## config.mk

```make
export PLATFORM = sky130hd
export DESIGN_NAME = bmp_pixel_unpacker_flat
export DESIGN_NICKNAME = d
export VERILOG_FILES = /design/src/bpu_pkg.sv /design/src/bpu_if.sv /design/src/bpu_cfg_regs.sv /design/src/bpu_pixel_stage.sv /design/src/bpu_out_reg.sv /design/src/bmp_pixel_unpacker.sv /design/src/flat_wrapper.sv
export SDC_FILE = /design/constraint.sdc
export NUM_CORES = 1
export LEC_CHECK = 0
export BUFFER_PORTS_ARGS = -buffer_cell sky130_fd_sc_hd__buf_2
export CAP_MARGIN = 10
export CORE_MARGIN = 2
export CORE_UTILIZATION = 47
export CTS_CLUSTER_SIZE = 30
export DETAILED_ROUTE_END_ITERATION = 10
export PLACE_DENSITY_LB_ADDON = 0.25
export REMOVE_ABC_BUFFERS = 1
export SLEW_MARGIN = 15
export SYNTH_ARGS = -nofsm -noshare
export SYNTH_HDL_FRONTEND = slang
export SYNTH_SLANG_ARGS = --single-unit
```

## constraint.sdc

```tcl
create_clock -name clk -period 22.8 [get_ports clk]
set_clock_uncertainty 0.05 [all_clocks]
set_input_delay 4.56 -clock clk [delete_from_list [all_inputs] [get_ports clk]]
set_output_delay 4.56 -clock clk [all_outputs]
set_load 0.05 [all_outputs]
```

## src/bpu_pkg.sv

```systemverilog
package bpu_pkg;

  localparam int MAX_WIDTH  = 4096;
  localparam int MAX_HEIGHT = 4096;

  // configuration register data width and clamped dimension width
  localparam int DIM_W  = 13;
  localparam int CCNT_W = $clog2(MAX_WIDTH);
  localparam int RCNT_W = $clog2(MAX_HEIGHT);
  localparam int IDX_W  = 24;
  localparam int IDX_FULL_W = 2 * DIM_W + 1;

  localparam int CFG_IDX_W = 2;

  localparam logic [DIM_W-1:0] RESET_WIDTH  = DIM_W'(640);
  localparam logic [DIM_W-1:0] RESET_HEIGHT = DIM_W'(480);

  typedef enum logic [CFG_IDX_W-1:0] {
    REG_WIDTH  = 2'd0,
    REG_HEIGHT = 2'd1,
    REG_FORMAT = 2'd2
  } reg_idx_t;

  typedef enum logic {
    FMT_BGR24  = 1'b0,
    FMT_BGRX32 = 1'b1
  } fmt_t;

  typedef struct packed {
    logic [DIM_W-1:0] width;
    logic [DIM_W-1:0] height;
    fmt_t             fmt;
    logic             restart;
  } cfg_t;

  typedef struct packed {
    logic [7:0]       blue;
    logic [7:0]       green;
    logic [7:0]       red;
    logic [IDX_W-1:0] pixel_index;
    logic             last_pixel;
  } pixel_t;

  function automatic logic [DIM_W-1:0] clamp_dim(input logic [DIM_W-1:0] v,
                                                 input logic [DIM_W-1:0] maxv);
    logic [DIM_W-1:0] r;
    r = v;
    if (v == '0) begin
      r = DIM_W'(1);
    end else if (v > maxv) begin
      r = maxv;
    end
    return r;
  endfunction

endpackage

```

## src/bpu_if.sv

```systemverilog
interface bpu_byte_if;
  logic       valid;
  logic       ready;
  logic [7:0] data_byte;

  modport source(output valid, output data_byte, input ready);
  modport sink(input valid, input data_byte, output ready);
endinterface

interface bpu_pixel_if;
  logic                       valid;
  logic                       ready;
  logic [7:0]                 blue;
  logic [7:0]                 green;
  logic [7:0]                 red;
  logic [bpu_pkg::IDX_W-1:0]  pixel_index;
  logic                       last_pixel;

  modport source(output valid, output blue, output green, output red,
                 output pixel_index, output last_pixel, input ready);
  modport sink(input valid, input blue, input green, input red,
               input pixel_index, input last_pixel, output ready);
endinterface

interface bpu_cfg_if;
  logic                          valid;
  logic                          ready;
  logic [bpu_pkg::CFG_IDX_W-1:0] index;
  logic [bpu_pkg::DIM_W-1:0]     data;

  modport source(output valid, output index, output data, input ready);
  modport sink(input valid, input index, input data, output ready);
endinterface

```

## src/bpu_cfg_regs.sv

```systemverilog
module bpu_cfg_regs (
  input  logic                          clk,
  input  logic                          rst_n,
  input  logic                          wr_valid,
  output logic                          wr_ready,
  input  logic [bpu_pkg::CFG_IDX_W-1:0] wr_index,
  input  logic [bpu_pkg::DIM_W-1:0]     wr_data,
  output bpu_pkg::cfg_t                 cfg
);

  logic [bpu_pkg::DIM_W-1:0] width_r, width_nxt;
  logic [bpu_pkg::DIM_W-1:0] height_r, height_nxt;
  bpu_pkg::fmt_t             fmt_r, fmt_nxt;
  logic                      restart;

  assign wr_ready = 1'b1;

  always_comb begin
    width_nxt  = width_r;
    height_nxt = height_r;
    fmt_nxt    = fmt_r;
    restart    = 1'b0;
    if (wr_valid) begin
      case (wr_index)
        bpu_pkg::REG_WIDTH: begin
          width_nxt = wr_data;
          restart   = 1'b1;
        end
        bpu_pkg::REG_HEIGHT: begin
          height_nxt = wr_data;
          restart    = 1'b1;
        end
        bpu_pkg::REG_FORMAT: begin
          fmt_nxt = bpu_pkg::fmt_t'(wr_data[0]);
          restart = 1'b1;
        end
        default: begin
          // unknown index: drop the write
          restart = 1'b0;
        end
      endcase
    end
  end

  always_ff @(posedge clk) begin
    if (!rst_n) begin
      width_r  <= bpu_pkg::RESET_WIDTH;
      height_r <= bpu_pkg::RESET_HEIGHT;
      fmt_r    <= bpu_pkg::FMT_BGR24;
    end else begin
      width_r  <= width_nxt;
      height_r <= height_nxt;
      fmt_r    <= fmt_nxt;
    end
  end

  assign cfg.width   = bpu_pkg::clamp_dim(width_r, bpu_pkg::DIM_W'(bpu_pkg::MAX_WIDTH));
  assign cfg.height  = bpu_pkg::clamp_dim(height_r, bpu_pkg::DIM_W'(bpu_pkg::MAX_HEIGHT));
  assign cfg.fmt     = fmt_r;
  assign cfg.restart = restart;

endmodule

```

## src/bpu_pixel_stage.sv

```systemverilog
module bpu_pixel_stage (
  input  logic             clk,
  input  logic             rst_n,
  input  bpu_pkg::cfg_t    cfg,
  input  logic             in_valid,
  output logic             in_ready,
  input  logic [7:0]       in_byte,
  input  logic             out_free,
  output logic             emit,
  output bpu_pkg::pixel_t  pixel
);

  typedef enum logic [1:0] {
    PH_BLUE  = 2'd0,
    PH_GREEN = 2'd1,
    PH_RED   = 2'd2,
    PH_RSVD  = 2'd3
  } phase_t;

  logic                       s1_valid_r, s1_valid_nxt;
  logic [7:0]                 s1_byte_r, s1_byte_nxt;
  phase_t                     phase_r, phase_nxt;
  logic [7:0]                 blue_r, blue_nxt;
  logic [7:0]                 green_r, green_nxt;
  logic [bpu_pkg::CCNT_W-1:0] col_r, col_nxt;
  logic [bpu_pkg::RCNT_W-1:0] row_r, row_nxt;
  logic [1:0]                 pad_r, pad_nxt;

  logic                          advance;
  logic                          in_fire;
  logic                          last_col;
  logic                          last_row;
  logic [bpu_pkg::DIM_W-1:0]     rows_up;
  logic [bpu_pkg::IDX_FULL_W-1:0] idx_full;

  assign emit     = s1_valid_r && (pad_r == 2'd0) && (phase_r == PH_RED);
  assign advance  = s1_valid_r && (!emit || out_free);
  assign in_ready = !s1_valid_r || advance;
  assign in_fire  = in_valid && in_ready;

  assign last_col = (bpu_pkg::DIM_W'(col_r) == cfg.width - bpu_pkg::DIM_W'(1));
  assign last_row = (bpu_pkg::DIM_W'(row_r) == cfg.height - bpu_pkg::DIM_W'(1));
  assign rows_up  = cfg.height - bpu_pkg::DIM_W'(1) - bpu_pkg::DIM_W'(row_r);
  assign idx_full = bpu_pkg::IDX_FULL_W'(rows_up) * bpu_pkg::IDX_FULL_W'(cfg.width)
                  + bpu_pkg::IDX_FULL_W'(col_r);

  assign pixel.blue        = blue_r;
  assign pixel.green       = green_r;
  assign pixel.red         = s1_byte_r;
  assign pixel.pixel_index = idx_full[bpu_pkg::IDX_W-1:0];
  assign pixel.last_pixel  = last_col && last_row;

  always_comb begin
    s1_valid_nxt = in_fire ? 1'b1 : (advance ? 1'b0 : s1_valid_r);
    s1_byte_nxt  = in_fire ? in_byte : s1_byte_r;
    phase_nxt    = phase_r;
    blue_nxt     = blue_r;
    green_nxt    = green_r;
    col_nxt      = col_r;
    row_nxt      = row_r;
    pad_nxt      = pad_r;
    if (cfg.restart) begin
      phase_nxt = PH_BLUE;
      blue_nxt  = '0;
      green_nxt = '0;
      col_nxt   = '0;
      row_nxt   = '0;
      pad_nxt   = '0;
    end else if (advance) begin
      if (pad_r != 2'd0) begin
        pad_nxt = pad_r - 2'd1;
      end else begin
        case (phase_r)
          PH_BLUE: begin
            blue_nxt  = s1_byte_r;
            phase_nxt = PH_GREEN;
          end
          PH_GREEN: begin
            green_nxt = s1_byte_r;
            phase_nxt = PH_RED;
          end
          PH_RED: begin
            phase_nxt = (cfg.fmt == bpu_pkg::FMT_BGRX32) ? PH_RSVD : PH_BLUE;
            if (last_col) begin
              col_nxt = '0;
              if (cfg.fmt == bpu_pkg::FMT_BGR24) begin
                pad_nxt = cfg.width[1:0];
              end
              row_nxt = last_row ? '0 : row_r + bpu_pkg::RCNT_W'(1);
            end else begin
              col_nxt = col_r + bpu_pkg::CCNT_W'(1);
            end
          end
          default: begin
            // reserved fourth byte
            phase_nxt = PH_BLUE;
          end
        endcase
      end
    end
  end

  always_ff @(posedge clk) begin
    if (!rst_n) begin
      s1_valid_r <= 1'b0;
      phase_r    <= PH_BLUE;
      blue_r     <= '0;
      green_r    <= '0;
      col_r      <= '0;
      row_r      <= '0;
      pad_r      <= '0;
    end else begin
      s1_valid_r <= s1_valid_nxt;
      phase_r    <= phase_nxt;
      blue_r     <= blue_nxt;
      green_r    <= green_nxt;
      col_r      <= col_nxt;
      row_r      <= row_nxt;
      pad_r      <= pad_nxt;
    end
  end

  always_ff @(posedge clk) begin
    s1_byte_r <= s1_byte_nxt;
  end

  a_pad_only_24: assert property (@(posedge clk) disable iff (!rst_n)
    (pad_r != 2'd0) |-> (cfg.fmt == bpu_pkg::FMT_BGR24))
    else $error("row padding pending in 32-bit mode");

  a_rsvd_only_32: assert property (@(posedge clk) disable iff (!rst_n)
    (phase_r == PH_RSVD) |-> (cfg.fmt == bpu_pkg::FMT_BGRX32))
    else $error("reserved byte phase in 24-bit mode");

  a_col_in_row: assert property (@(posedge clk) disable iff (!rst_n)
    bpu_pkg::DIM_W'(col_r) < cfg.width)
    else $error("column counter beyond image width");

  a_stall_holds: assert property (@(posedge clk) disable iff (!rst_n)
    (emit && !out_free && !cfg.restart) |=>
      ($stable(col_r) && $stable(row_r) && s1_valid_r && $stable(s1_byte_r)))
    else $error("pixel state moved while its result was stalled");

endmodule

```

## src/bpu_out_reg.sv

```systemverilog
module bpu_out_reg (
  input  logic            clk,
  input  logic            rst_n,
  input  logic            load,
  input  bpu_pkg::pixel_t pixel_in,
  output logic            out_free,
  output logic            out_valid,
  input  logic            out_ready,
  output bpu_pkg::pixel_t pixel_out
);

  logic            valid_r, valid_nxt;
  bpu_pkg::pixel_t pixel_r, pixel_nxt;
  logic            take;

  assign out_free = !valid_r || out_ready;
  assign take     = load && out_free;

  always_comb begin
    valid_nxt = take ? 1'b1 : (out_ready ? 1'b0 : valid_r);
    pixel_nxt = take ? pixel_in : pixel_r;
  end

  always_ff @(posedge clk) begin
    if (!rst_n) begin
      valid_r <= 1'b0;
    end else begin
      valid_r <= valid_nxt;
    end
  end

  always_ff @(posedge clk) begin
    pixel_r <= pixel_nxt;
  end

  assign out_valid = valid_r;
  assign pixel_out = pixel_r;

endmodule

```

## src/bmp_pixel_unpacker.sv

```systemverilog
// BMP pixel unpacker: turns the byte stream of a BMP pixel array into
// frame-buffer pixels (blue, green, red, top-down index, last flag).
//
// Channels: in_bus carries one data byte per transaction, out_bus one
// pixel per transaction, cfg_bus writes width (index 0), height (index 1)
// and format (index 2, 0 = 24-bit BGR with row padding, 1 = 32-bit BGRX).
// A write to any of these registers restarts the image; drop a write to an
// unknown index. Write only while idle. cfg_bus is always ready.
//
// Throughput: one byte per clock, with no bubbles, while out_bus takes
// its pixels. A pixel costs three bytes (four in 32-bit mode) plus the
// row padding bytes. Path: the red byte of a pixel is registered in the
// input stage, and the pixel it completes in the output register that
// drives out_bus. Between the registers lies one 13x13 index multiply
// and add, (height-1-row)*width + col.
// Reset: width 640, height 480, 24-bit format, counters at image start.
// Stall: while out_bus holds a pixel that is not taken, the output
// register holds it; one further byte may wait in the input stage, and
// in_bus.ready drops only when that byte would complete another pixel.
module bmp_pixel_unpacker (
  input  logic         clk,
  input  logic         rst_n,
  bpu_byte_if.sink     in_bus,
  bpu_pixel_if.source  out_bus,
  bpu_cfg_if.sink      cfg_bus
);

  bpu_pkg::cfg_t   cfg;
  bpu_pkg::pixel_t stage_pixel;
  bpu_pkg::pixel_t out_pixel;
  logic            stage_emit;
  logic            out_free;

  // register file; clamps width and height to their legal range
  bpu_cfg_regs u_cfg (
    .clk      (clk),
    .rst_n    (rst_n),
    .wr_valid (cfg_bus.valid),
    .wr_ready (cfg_bus.ready),
    .wr_index (cfg_bus.index),
    .wr_data  (cfg_bus.data),
    .cfg      (cfg)
  );

  // input register plus phase, counter and padding state; advance the
  // state only when the staged byte leaves
  bpu_pixel_stage u_stage (
    .clk      (clk),
    .rst_n    (rst_n),
    .cfg      (cfg),
    .in_valid (in_bus.valid),
    .in_ready (in_bus.ready),
    .in_byte  (in_bus.data_byte),
    .out_free (out_free),
    .emit     (stage_emit),
    .pixel    (stage_pixel)
  );

  // result register; hold the pixel until the receiver takes it
  bpu_out_reg u_out (
    .clk       (clk),
    .rst_n     (rst_n),
    .load      (stage_emit),
    .pixel_in  (stage_pixel),
    .out_free  (out_free),
    .out_valid (out_bus.valid),
    .out_ready (out_bus.ready),
    .pixel_out (out_pixel)
  );

  assign out_bus.blue        = out_pixel.blue;
  assign out_bus.green       = out_pixel.green;
  assign out_bus.red         = out_pixel.red;
  assign out_bus.pixel_index = out_pixel.pixel_index;
  assign out_bus.last_pixel  = out_pixel.last_pixel;

endmodule

```

## src/flat_wrapper.sv

```systemverilog
// flat-port wrapper written by rule: the top's interface ports become plain ports
module bmp_pixel_unpacker_flat 
  (clk, rst_n, in_bus_valid, in_bus_data_byte, in_bus_ready, out_bus_valid, out_bus_blue, out_bus_green, out_bus_red, out_bus_pixel_index, out_bus_last_pixel, out_bus_ready, cfg_bus_valid, cfg_bus_index, cfg_bus_data, cfg_bus_ready);
  bpu_byte_if in_bus_i ();
  bpu_pixel_if out_bus_i ();
  bpu_cfg_if cfg_bus_i ();
  input  logic clk;
  input  logic rst_n;
  input wire logic [$bits(in_bus_i.valid)-1:0] in_bus_valid;
  input wire logic [$bits(in_bus_i.data_byte)-1:0] in_bus_data_byte;
  output wire logic [$bits(in_bus_i.ready)-1:0] in_bus_ready;
  output wire logic [$bits(out_bus_i.valid)-1:0] out_bus_valid;
  output wire logic [$bits(out_bus_i.blue)-1:0] out_bus_blue;
  output wire logic [$bits(out_bus_i.green)-1:0] out_bus_green;
  output wire logic [$bits(out_bus_i.red)-1:0] out_bus_red;
  output wire logic [$bits(out_bus_i.pixel_index)-1:0] out_bus_pixel_index;
  output wire logic [$bits(out_bus_i.last_pixel)-1:0] out_bus_last_pixel;
  input wire logic [$bits(out_bus_i.ready)-1:0] out_bus_ready;
  input wire logic [$bits(cfg_bus_i.valid)-1:0] cfg_bus_valid;
  input wire logic [$bits(cfg_bus_i.index)-1:0] cfg_bus_index;
  input wire logic [$bits(cfg_bus_i.data)-1:0] cfg_bus_data;
  output wire logic [$bits(cfg_bus_i.ready)-1:0] cfg_bus_ready;
  assign in_bus_i.valid = in_bus_valid;
  assign in_bus_i.data_byte = in_bus_data_byte;
  assign in_bus_ready = in_bus_i.ready;
  assign out_bus_valid = out_bus_i.valid;
  assign out_bus_blue = out_bus_i.blue;
  assign out_bus_green = out_bus_i.green;
  assign out_bus_red = out_bus_i.red;
  assign out_bus_pixel_index = out_bus_i.pixel_index;
  assign out_bus_last_pixel = out_bus_i.last_pixel;
  assign out_bus_i.ready = out_bus_ready;
  assign cfg_bus_i.valid = cfg_bus_valid;
  assign cfg_bus_i.index = cfg_bus_index;
  assign cfg_bus_i.data = cfg_bus_data;
  assign cfg_bus_ready = cfg_bus_i.ready;
  bmp_pixel_unpacker u_core (.clk(clk), .rst_n(rst_n), .in_bus(in_bus_i), .out_bus(out_bus_i), .cfg_bus(cfg_bus_i));
endmodule
```

==> results of run 1 <==
[layer usage]
metal / up-vias / track usage
met5: - / 0
met3: 48 / 0.02828
met2: 219 / 0.3822
li1: 4454 / -
met4: 0 / 0.08453
met1: 4610 / 0.2943
[cell families after synthesis]
logic type / after synthesis / share of synthesized area
muxes: 21 / 0.01748
xor gates and xnor gates: 74 / 0.05390
other: 1 / 0.0003119
AOI/OAI and AO/OA: 152 / 0.08679
and+or+nand+nor: 501 / 0.1904
adders and majority gates: 225 / 0.3147
DFF: 130 / 0.2639
buffers and inverters: 226 / 0.07253
[synth_stat cells (3+ instances only)]
cell type	count	area (um2)
nand3b_1	4	30.03
nor2b_1	18	112.6
o41ai_1	4	35.03
mux2i_1	21	210.2
or4_1	5	37.54
or2_2	5	31.28
clkbuf_1	41	153.9
xnor2_1	56	490.5
o22ai_1	4	25.02
nor2_1	175	656.9
o21a_1	10	75.07
buf_2	4	20.02
nor4b_1	4	35.03
ha_1	96	1201
nor3_1	26	130.1
dfxtp_1	73	1461
a31oi_1	6	37.54
xor2_1	18	157.7
fa_1	129	2582
o31a_1	3	26.28
nand4_1	13	81.33
o21bai_1	5	37.54
and2_1	5	31.28
and3_1	6	37.54
a21o_1	10	75.07
inv_1	174	653.1
nor4_1	8	50.05
a21boi_0	22	165.2
edfxtp_1	57	1712
o211ai_1	5	37.54
nand3_1	26	130.1
nand2_1	159	596.8
o21ai_0	28	140.1
a21oi_1	32	160.2
buf_1	3	11.26
or3_1	12	75.07
a211oi_1	5	37.54
nand2b_1	23	143.9
[worst paths after layout]
| check | startpoint | end | depth (start not counted) |
|---|---|---|---|
| setup / recovery | u_core.u_cfg.height_r[2] | u_core.u_out.pixel_out[24] | 35 |
| hold reg to reg | u_core.u_stage.green_r[4] | u_core.u_out.pixel_out[37] | 0 |
| hold / removal | u_core.u_stage.green_r[4] | u_core.u_out.pixel_out[37] | 0 |
| setup reg to reg | u_core.u_cfg.height_r[2] | u_core.u_out.pixel_out[24] | 35 |
[power by group through the flow]
| stage | Sequential [uW] | Combinational (uW) | Clock (uW) |
|---|---|---|---|
| floorplan | 276 | 418 | 0 |
| global placement | 276 | 520 | 0 |
| detailed placement | 276 | 527 | 0 |
| CTS | 271 | 536 | 294 |
| global route | 271 | 616 | 305 |
| finish | 271 | 532 | 290 |
[through the flow]
stage          total power [uW]  hold WS [ns]  setup WS (ns)    util
2_1_floorplan             693.9        0.3576          13.08       -
3_3_place_gp              795.4        0.3600          12.65  0.5044
3_5_place_dp              803.4        0.3663          12.34  0.5044
4_1_cts                    1100        0.3794          12.30  0.5281
5_1_grt                    1192        0.3949          11.52  0.5281
6_report                   1092        0.3775          12.28  0.5281
[area by class of cell]
type	instances	area [um2]
clock buffer	17	425.4
clock inverter	15	172.7
fill	2308	11880
inverter	175	656.9
multi-input combinational	974	7985
sequential	130	3173
tap	330	412.9
timing repair buffer	89	473.0
[worst max-delay path: cells and delay by family, from the launching register on]
| family | cells | cell delay (ns) |
|---|---|---|
| XOR/XNOR | 3 | 1.13 |
| buffers and inverters | 5 | 0.26 |
| flip-flops | 1 | 0.36 |
| AND/OR/NAND/NOR | 9 | 1.96 |
| adder cells (fa/ha/maj) | 9 | 4.14 |
| AO/OA/AOI/OAI | 9 | 2.37 |
[flip-flops by register name, summed over array words and instances (netlist names), 2 cells and up]
name	cells
u_core.u_out.pixel_out	49
u_core.u_cfg.height_r	13
u_core.u_cfg.width_r	13
u_core.u_stage.col_r	12
u_core.u_stage.row_r	12
u_core.u_stage.blue_r	8
u_core.u_stage.green_r	8
u_core.u_stage.s1_byte_r	8
u_core.u_stage.pad_r	2
u_core.u_stage.phase_r	2
==> out/metrics.yaml, run 1 <==
post-route-cell-area_um2: 13300
dieArea_um2: 26880
drtPass1Iterations: 5
antenna_found_initial: 0
mostFrequentLayoutCells: "nor2_1, inv_1, nand2_1"
wl_per_cell_um: 16.23
postSynthAreaPerCell_um2: 9.041
grt_pass1_vias: 9505
cts_hold_buf: 0
drtIter0Drc: 687
layout-drive-gt1-share: 0.09571
worstPathRequired_ns: 22.92
highest_layer: "met4"
die_h_um: 163.9
cts-root-buf: "clkbuf_16"
max_freq_ghz: 0.09509
ys_warn_count: 0
dp_hpwl_um: 21860
status: "completed"
post_cts_buffers: 0
hold_viol_final: 0
crit_top_cell: "fa_1"
drv_cap: 0
vias: 9331
tritoncts: "built"
ctsResizeCount: 0
viasPerCell: 5.394
crit_type: "reg -> reg"
core_area_um2: 25180
min_period_over_period: 0.4612
final_common_cell: "nor2_1"
power_frac_comb: 0.487
drc_errors: 0
routed_wl_um: 28070
start_kind: "flop"
wl_met3_um: 1166
tightest_slew_ns: 0.9802
syn-instance-count: 1330
cts_buffer_depth: 2
p_seq_frac: 0.248
yosysSeqAreaShare: 0.2639
hold_class: "reg -> reg"
cellPowerDensity_nw_per_um2: 82.13
p_leak_uw: 0.005957
async_flop_share: 0
setup_viol: 0
worstPathArrival_ns: 10.63
maxSlewViolCount: 0
fp-row-count: 58
cts_buffers: 17
power.internal_uw: 659.5
initial_core_util: 0.4775
fin_nets: 1640
syn-cell-area_um2: 12020
clock_latency_ns: 0.43
ys_types: 66
ant_nets: 0
met2_length_um: 13640
r2r_slack_ns: 12.28
cp_slowest_cell: "xor2_1"
power.switching_uw: 432.8
grt-ovfl-total: 0
path_clk_slew_ns: 0.06
grt_max_degree: 53
area_growth_syn_to_layout_pct: 10.60
portBuffers: 78
cts_num_sinks: 130
synth_edf_count: 57
dpl_cell_area_um2: 12700
final.setup.tns_ns: 0
n_antenna_cell: 0
crit_path_max_incr_delay_ns: 0.79
crit_path_end_kind: "flop"
synth-main-ff-cell: "dfxtp_1"
placed_cells: 1698
h-tree-depth: 4
grt.total_usage: 0.2250
layoutNonFillerInstCount: 1730
ys_ff_latch: 130
p_sw_frac: 0.3962
max_slew_margin: 0.3443
ios: 80
place_congestion: 0.8966
grt_pass1_wl_um: 47310
rsz0062_at_grt: "false"
ir_drop_mv: 0.07091
cp_max_fo: 13
fin_crit_ns: 10.52
fp.dieW_um: 163.9
met1_length_um: 12400
clock_power_share: 0.265
Note: power is estimated with default switching activity, not from simulation.
==> run 2: changes to the inputs <==
--- a/config.mk
+++ b/config.mk
@@ -5,6 +5,7 @@
 export SDC_FILE = /design/constraint.sdc
 export NUM_CORES = 1
 export LEC_CHECK = 0
+export ABC_AREA = 1
 export BUFFER_PORTS_ARGS = -buffer_cell sky130_fd_sc_hd__buf_2
 export CAP_MARGIN = 10
 export CORE_MARGIN = 2
==> constraint.sdc (replaced) <==
create_clock -name clk -period 9.2 [get_ports clk]
set_clock_uncertainty 0.05 [all_clocks]
set_input_delay 1.84 -clock clk [delete_from_list [all_inputs] [get_ports clk]]
set_output_delay 1.84 -clock clk [all_outputs]
set_load 0.05 [all_outputs]
==> run 2 against run 1 <==
Global-route usage rose by 0.95 points. Sequential power rose to 2.6 times the previous value. Register-to-register slack got worse by 12 ns.
==> out/metrics.yaml, run 2 <==
ys_warn_count: 0  # unchanged
antenna_found_initial: 0  # unchanged
final_common_cell: "inv_1"
portBuffers: 78  # unchanged
setup_viol: 0  # unchanged
viasPerCell: 5.213  # -3.3%
fp.dieW_um: 164.8  # +0.51%
crit_path_end_kind: "flop"
r2r_slack_ns: 0.78  # -11.51 ns
p_leak_uw: 0.006603  # +11%
cellPowerDensity_nw_per_um2: 255.1  # +210%
ys_types: 48  # -27%
hold_viol_final: 0  # unchanged
start_kind: "flop"
crit_path_max_incr_delay_ns: 0.53  # -0.26 ns
core_area_um2: 25250  # +0.29%
fp-row-count: 58  # unchanged
ys_ff_latch: 130  # unchanged
ant_nets: 0  # unchanged
utilization: 0.5338  # +0.005666
grt_pass1_wl_um: 49360  # +4.3%
cts_num_sinks: 130  # unchanged
mostFrequentLayoutCells: "inv_1, nand2_1, nor2_1"
n_antenna_cell: 0  # unchanged
maxSlewViolCount: 0  # unchanged
final.setup.tns_ns: 0  # unchanged
max_freq_ghz: 0.1187  # +25%
async_flop_share: 0  # unchanged
synth-main-ff-cell: "dfxtp_1"
die_h_um: 164.8  # +0.51%
grt_max_degree: 41  # -23%
path_clk_slew_ns: 0.07  # about the same
placed_cells: 1874  # +10%
ys_top_cells_by_area: "fa_1, edfxtp_1, dfxtp_1, ha_1, inv_1"
place_congestion: 0.9191  # +2.5%
fin_crit_ns: 8.423  # -2.093 ns
grt_pass1_vias: 9818  # +3.3%
drv_cap: 0  # unchanged
yosysSeqAreaShare: 0.2611  # -0.002745
largest_reg_flops: 49  # unchanged
fin_nets: 1816  # +11%
grt-ovfl-total: 0  # unchanged
crit_end: "u_core.u_out.pixel_out[20]"
dp_hpwl_um: 24000  # +9.8%
r2r_start: "u_core.u_cfg.height_r[6]"
dieArea_um2: 27150  # +1.0%
r2r_end: "u_core.u_out.pixel_out[20]"
worstPathRequired_ns: 9.33  # -13.59 ns
vias: 9936  # +6.5%
rsz0062_at_grt: "false"
worstPathArrival_ns: 8.56  # -2.07 ns
min_period_over_period: 0.9155  # +0.4543
drc_errors: 0  # unchanged
area_growth_syn_to_layout_pct: 10.95
post-place-ws_ns: 0.4663  # -11.88 ns
ios: 80  # unchanged
startpoint: "u_core.u_cfg.height_r[6]"
ir_drop_mv: 0.2426  # +240%
initial_core_util: 0.4811  # +0.003632
hold_depth: 0  # unchanged
cts_buffers: 17  # unchanged
post_cts_buffers: 0  # unchanged
max_slew_margin: 0.3430  # -0.001299
drtPass1Iterations: 5  # unchanged
crit_family: "adder cells"
synth_top_cell_area_share: 0.2125  # -0.002234
postSynthAreaPerCell_um2: 8.138  # -10%
cp.depth: 41  # +17%
yosysTopAreaCell: "fa_1"
hold_class: "reg -> reg"
rr_worst_depth: 41  # +17%
routed_wl_um: 30530  # +8.7%
grt.total_usage: 0.2345  # +0.009484
setup_ws_ns: 0.7770  # -11.51 ns
synth_edf_count: 57  # unchanged
synth_common_cells: "inv_1, nand2_1, nor2_1, fa_1, ha_1"
crit_top_cell: "inv_1"
tritoncts: "built"
drtIter0Drc: 710  # +3.3%
synth_most_common_cell: "inv_1"
h-tree-depth: 4  # unchanged
cts_buffer_depth: 2  # unchanged
wl_per_cell_um: 16.02  # -1.3%
status: "completed"
clock_latency_ns: 0.44  # about the same
syn-cell-area_um2: 12150  # +1.1%
layout-drive-gt1-share: 0.1041  # +0.008347
cp_slowest_cell: "fa_1"
hold_ws_ns: 0.3769  # -0.0006420 ns
layoutNonFillerInstCount: 1906  # +10%
syn-instance-count: 1493  # +12%
crit_type: "reg -> reg"
tightest_slew_ns: 0.9780  # -0.002251 ns
worst-path-buf-inv: 9  # +4
cp_max_fo: 8  # -5
cts-root-buf: "clkbuf_16"
## run 2: power by group
part	switching [uW]	total (uW)	internal, uW	leakage [uW]
Combinational	1220	2000	779	0.00518
Sequential	10.8	706	695	0.00112
Clock	342	735	393	0.000303
## run 2: metal layers
layer,up-vias,part of all wire,global-route usage
li1,4822,-,-
met1,4765,0.44,0.3150
met2,299,0.47,0.3874
met3,50,0.055,0.03641
met4,0,0.028,0.08063
met5,-,0,0
## run 2: cells by family (layout without fill, tap and decap cells)
kind of cell | after synthesis | in the layout | share of synthesized area
flops | 130 | 130 | 0.2611
buf+inv | 302 | 385 | 0.09577
simple gates | 617 | 617 | 0.2198
compound gates | 160 | 160 | 0.06920
xor+xnor | 58 | 58 | 0.04243
fa+ha+maj | 225 | 225 | 0.3114
other cells | 1 | 1 | 0.0003086
## run 2: how the worst min path moves through the flow
stage | startpoint | end
after floorplan | u_core.u_stage.green_r[0] | u_core.u_out.pixel_out[33]
after global placement | u_core.u_stage.green_r[7] | u_core.u_out.pixel_out[40]
after detailed placement | u_core.u_stage.green_r[7] | u_core.u_out.pixel_out[40]
after CTS | u_core.u_stage.blue_r[2] | u_core.u_out.pixel_out[43]
after global routing | u_core.u_stage.blue_r[1] | u_core.u_out.pixel_out[42]
final | u_core.u_stage.blue_r[2] | u_core.u_out.pixel_out[43]
## run 2: what timing repair did
| item | CTS | global route |
|---|---|---|
| resized for setup | 0 | 4 |
| setup endpoints to repair | 0 | 5 |
| hold buffers | 0 | 0 |
## run 2: final cells by class
cell class                 instances  area (um2)
sequential                       130        3173
clock buffer                      17       425.4
tap                              330       412.9
fill                            2439       11770
timing repair buffer              84       435.4
inverter                         269        1012
clock inverter                    15       195.2
multi-input combinational       1061        7826
## run 2: worst reg2reg max path: cells and delay by family, from the launching register on
| kind | cells | cell delay, ns |
|---|---|---|
| simple gates | 11 | 1.12 |
| xor+xnor | 3 | 0.36 |
| compound gates | 9 | 1.64 |
| flops | 1 | 0.33 |
| buf+inv | 9 | 0.78 |
| fa+ha+maj | 9 | 3.89 |
## run 2: stage by stage
step | total power (uW) | instance area [um2]
after CTS | 3480 | 13480
after floorplan | 2250 | 12000
final | 3439 | 13480
after global routing | 3769 | 13480
after detailed placement | 2728 | 12860
after global placement | 2703 | 12860
==> run 3: changes to the inputs <==
--- a/config.mk
+++ b/config.mk
@@ -9,7 +9,7 @@
 export BUFFER_PORTS_ARGS = -buffer_cell sky130_fd_sc_hd__buf_2
 export CAP_MARGIN = 10
 export CORE_MARGIN = 2
-export CORE_UTILIZATION = 47
+export CORE_UTILIZATION = 50
 export CTS_CLUSTER_SIZE = 30
 export DETAILED_ROUTE_END_ITERATION = 10
 export PLACE_DENSITY_LB_ADDON = 0.25
==> run 3 against run 2 <==
Cell count shrank 0.37%. Sequential share of layout area up 0.086 points. Clock-buffer cell count is the same. Sequential cell count unchanged. First-iteration DRC count down 9.4%. Die area down 5.9%. Critical path type unchanged. Largest power group unchanged. Highest routed layer unchanged.
==> out/metrics.yaml, run 3 (synthesized netlist as in run 2, its figures left out) <==
h-tree-depth: 4  # unchanged
met1_usage: 0.3150  # about the same
cts_hold_buf: 0  # unchanged
post-place-ws_ns: 0.6852  # +0.2189 ns
power.switching_uw: 1563  # -0.49%
cp_slowest_cell: "fa_1"
crit_path_max_incr_delay_ns: 0.54  # about the same
path_clk_slew_ns: 0.07  # about the same
max_slew_margin: 0.2459  # -0.09705
area_growth_syn_to_layout_pct: 10.54
clock_latency_ns: 0.44  # about the same
crit_path_end_kind: "flop"
largest_reg_flops: 49  # unchanged
final.setup.tns_ns: 0  # unchanged
initial_core_util: 0.5040  # +0.02292
layout-drive-gt1-share: 0.1035  # -0.0005689
met2_usage: 0.4061  # +0.01873
hold_depth: 0  # unchanged
grt-ovfl-total: 0  # unchanged
dp_hpwl_um: 23580  # -1.8%
dieArea_um2: 25560  # -5.9%
worst-path-buf-inv: 5  # -4
viasPerCell: 5.216  # about the same
drv_cap: 0  # unchanged
p_seq_frac: 0.208  # +0.003
portBuffers: 78  # unchanged
ant_nets: 0  # unchanged
cellPowerDensity_nw_per_um2: 252.8  # -0.91%
fin_crit_ns: 8.404  # -0.01895 ns
r2r_slack_ns: 0.80  # +0.02 ns
drc_errors: 0  # unchanged
maxSlewViolCount: 0  # unchanged
ir_drop_mv: 0.2234  # -7.9%
antenna_found_initial: 0  # unchanged
globalRouteMet3Util: 0.04364  # +0.007223
drtIter0Drc: 643  # -9.4%
grt_pass1_vias: 9794  # -0.24%
cts_num_sinks: 130  # unchanged
final_common_cell: "inv_1"
cts-root-buf: "clkbuf_16"
p_sw_frac: 0.4605  # +0.003583
mostFrequentLayoutCells: "inv_1, nand2_1, nor2_1"
fp-row-count: 57  # -1.7%
crit_type: "reg -> reg"
grt_max_degree: 39  # -4.9%
place_congestion: 0.9537  # +3.8%
tritoncts: "built"
r2r_start: "u_core.u_cfg.height_r[6]"
rsz0062_at_grt: "false"
status: "completed"
die_h_um: 159.9  # -3.0%
routed_wl_um: 29970  # -1.8%
core_area_um2: 24110  # -4.5%
cts_buffer_depth: 2  # unchanged
worstPathArrival_ns: 8.54  # -0.02 ns
start_kind: "flop"
vias: 9906  # -0.30%
cts_buffers: 17  # unchanged
ios: 80  # unchanged
grt.total_usage: 0.2399  # +0.005438
fp.dieW_um: 159.9  # -3.0%
hold_viol_final: 0  # unchanged
min_period_over_period: 0.9135  # -0.002060
worstPathRequired_ns: 9.33  # about the same
tightest_slew_ns: 1.122  # +0.1445 ns
clock_power_share: 0.204  # -0.010
r2r_end: "u_core.u_out.pixel_out[17]"
crit_family: "adder cells"
setup_ws_ns: 0.7959  # +0.01895 ns
setup_viol: 0  # unchanged
crit_top_cell: "nand2_1"
wl_per_cell_um: 15.78  # -1.5%
worst_hold_path.endpoint: "u_core.u_out.pixel_out[46]"
drtPass1Iterations: 6  # +1
n_antenna_cell: 0  # unchanged
hold_class: "reg -> reg"
p_leak_uw: 0.006577  # -0.39%
power_frac_comb: 0.588  # +0.007
cp_max_fo: 9  # +1
rr_worst_depth: 39  # -4.9%
min_from: "u_core.u_stage.blue_r[5]"
fin_nets: 1815  # -0.055%
max_freq_ghz: 0.1190  # +0.23%
power.internal_uw: 1832  # -1.9%
gr-max-usage-layer: "met2"
grt_pass1_wl_um: 48690  # -1.4%
==> run 3: final cells by class <==
| cell class | count | area, um2 |
|---|---|---|
| multi-input cells | 1061 | 7826 |
| fillers | 2287 | 10670 |
| repair buffers | 83 | 427.9 |
| inverters | 269 | 1012 |
| well taps | 324 | 405.4 |
| flip-flops and latches | 130 | 3173 |
| clock inverters | 15 | 161.4 |
| clock buffers | 17 | 425.4 |
==> run 3: power by group through the flow <==
| stage | clock [uW] | sequential, uW | combinational (uW) |
|---|---|---|---|
| final | 691 | 706 | 2000 |
| after global routing | 723 | 707 | 2300 |
| after CTS | 704 | 706 | 2020 |
| after detailed placement | 0 | 719 | 2000 |
| after global placement | 0 | 718 | 1960 |
| after floorplan | 0 | 718 | 1530 |
==> run 3: stage by stage <==
step | utilization | total power, uW | hold WS (ns) | std cells | area (um2)
2_1_floorplan | - | 2250 | 0.3530 | 1460 | 12000
3_3_place_gp | 0.5329 | 2683 | 0.3577 | 1867 | 12840
3_5_place_dp | 0.5329 | 2716 | 0.3597 | 1867 | 12840
4_1_cts | 0.5572 | 3428 | 0.3731 | 1899 | 13430
5_1_grt | 0.5572 | 3734 | 0.3811 | 1899 | 13430
6_report | 0.5572 | 3395 | 0.3709 | 1899 | 13430
==> run 3: worst max-delay path by stage <==
stage	startpoint	end	slack, ns	cells past startpoint
5_1_grt	u_core.u_cfg.height_r[6]	u_core.u_out.pixel_out[17]	0.05	41
6_report	u_core.u_cfg.height_r[6]	u_core.u_out.pixel_out[17]	0.80	39
3_3_place_gp	u_core.u_cfg.height_r[6]	u_core.u_out.pixel_out[20]	0.95	39
4_1_cts	u_core.u_cfg.height_r[6]	u_core.u_out.pixel_out[20]	0.68	38
3_5_place_dp	u_core.u_cfg.height_r[6]	u_core.u_out.pixel_out[20]	0.69	39
2_1_floorplan	u_core.u_cfg.height_r[6]	u_core.u_out.pixel_out[20]	1.45	39
==> run 3: worst reg2reg max path: cells and delay by family (launching register included) <==
family | cells | cell delay [ns]
simple gates | 15 | 1.71
xor+xnor | 2 | 0.29
compound gates | 8 | 1.51
buf+inv | 5 | 0.28
flops | 1 | 0.34
fa+ha+maj | 9 | 3.99
==> run 3: what timing repair did <==
action / 4_1_cts / 5_1_grt
resized for setup: 0 / 3
setup endpoints to repair: 0 / 4
setup buffers: 0 / 0
hold endpoints to repair: 0 / 0
==> run 3: layer usage <==
layer / vias to the layer above / part of all wire
li1: 4824 / -
met1: 4737 / 0.44
met2: 298 / 0.48
met3: 47 / 0.060
met4: 0 / 0.020
met5: - / 0
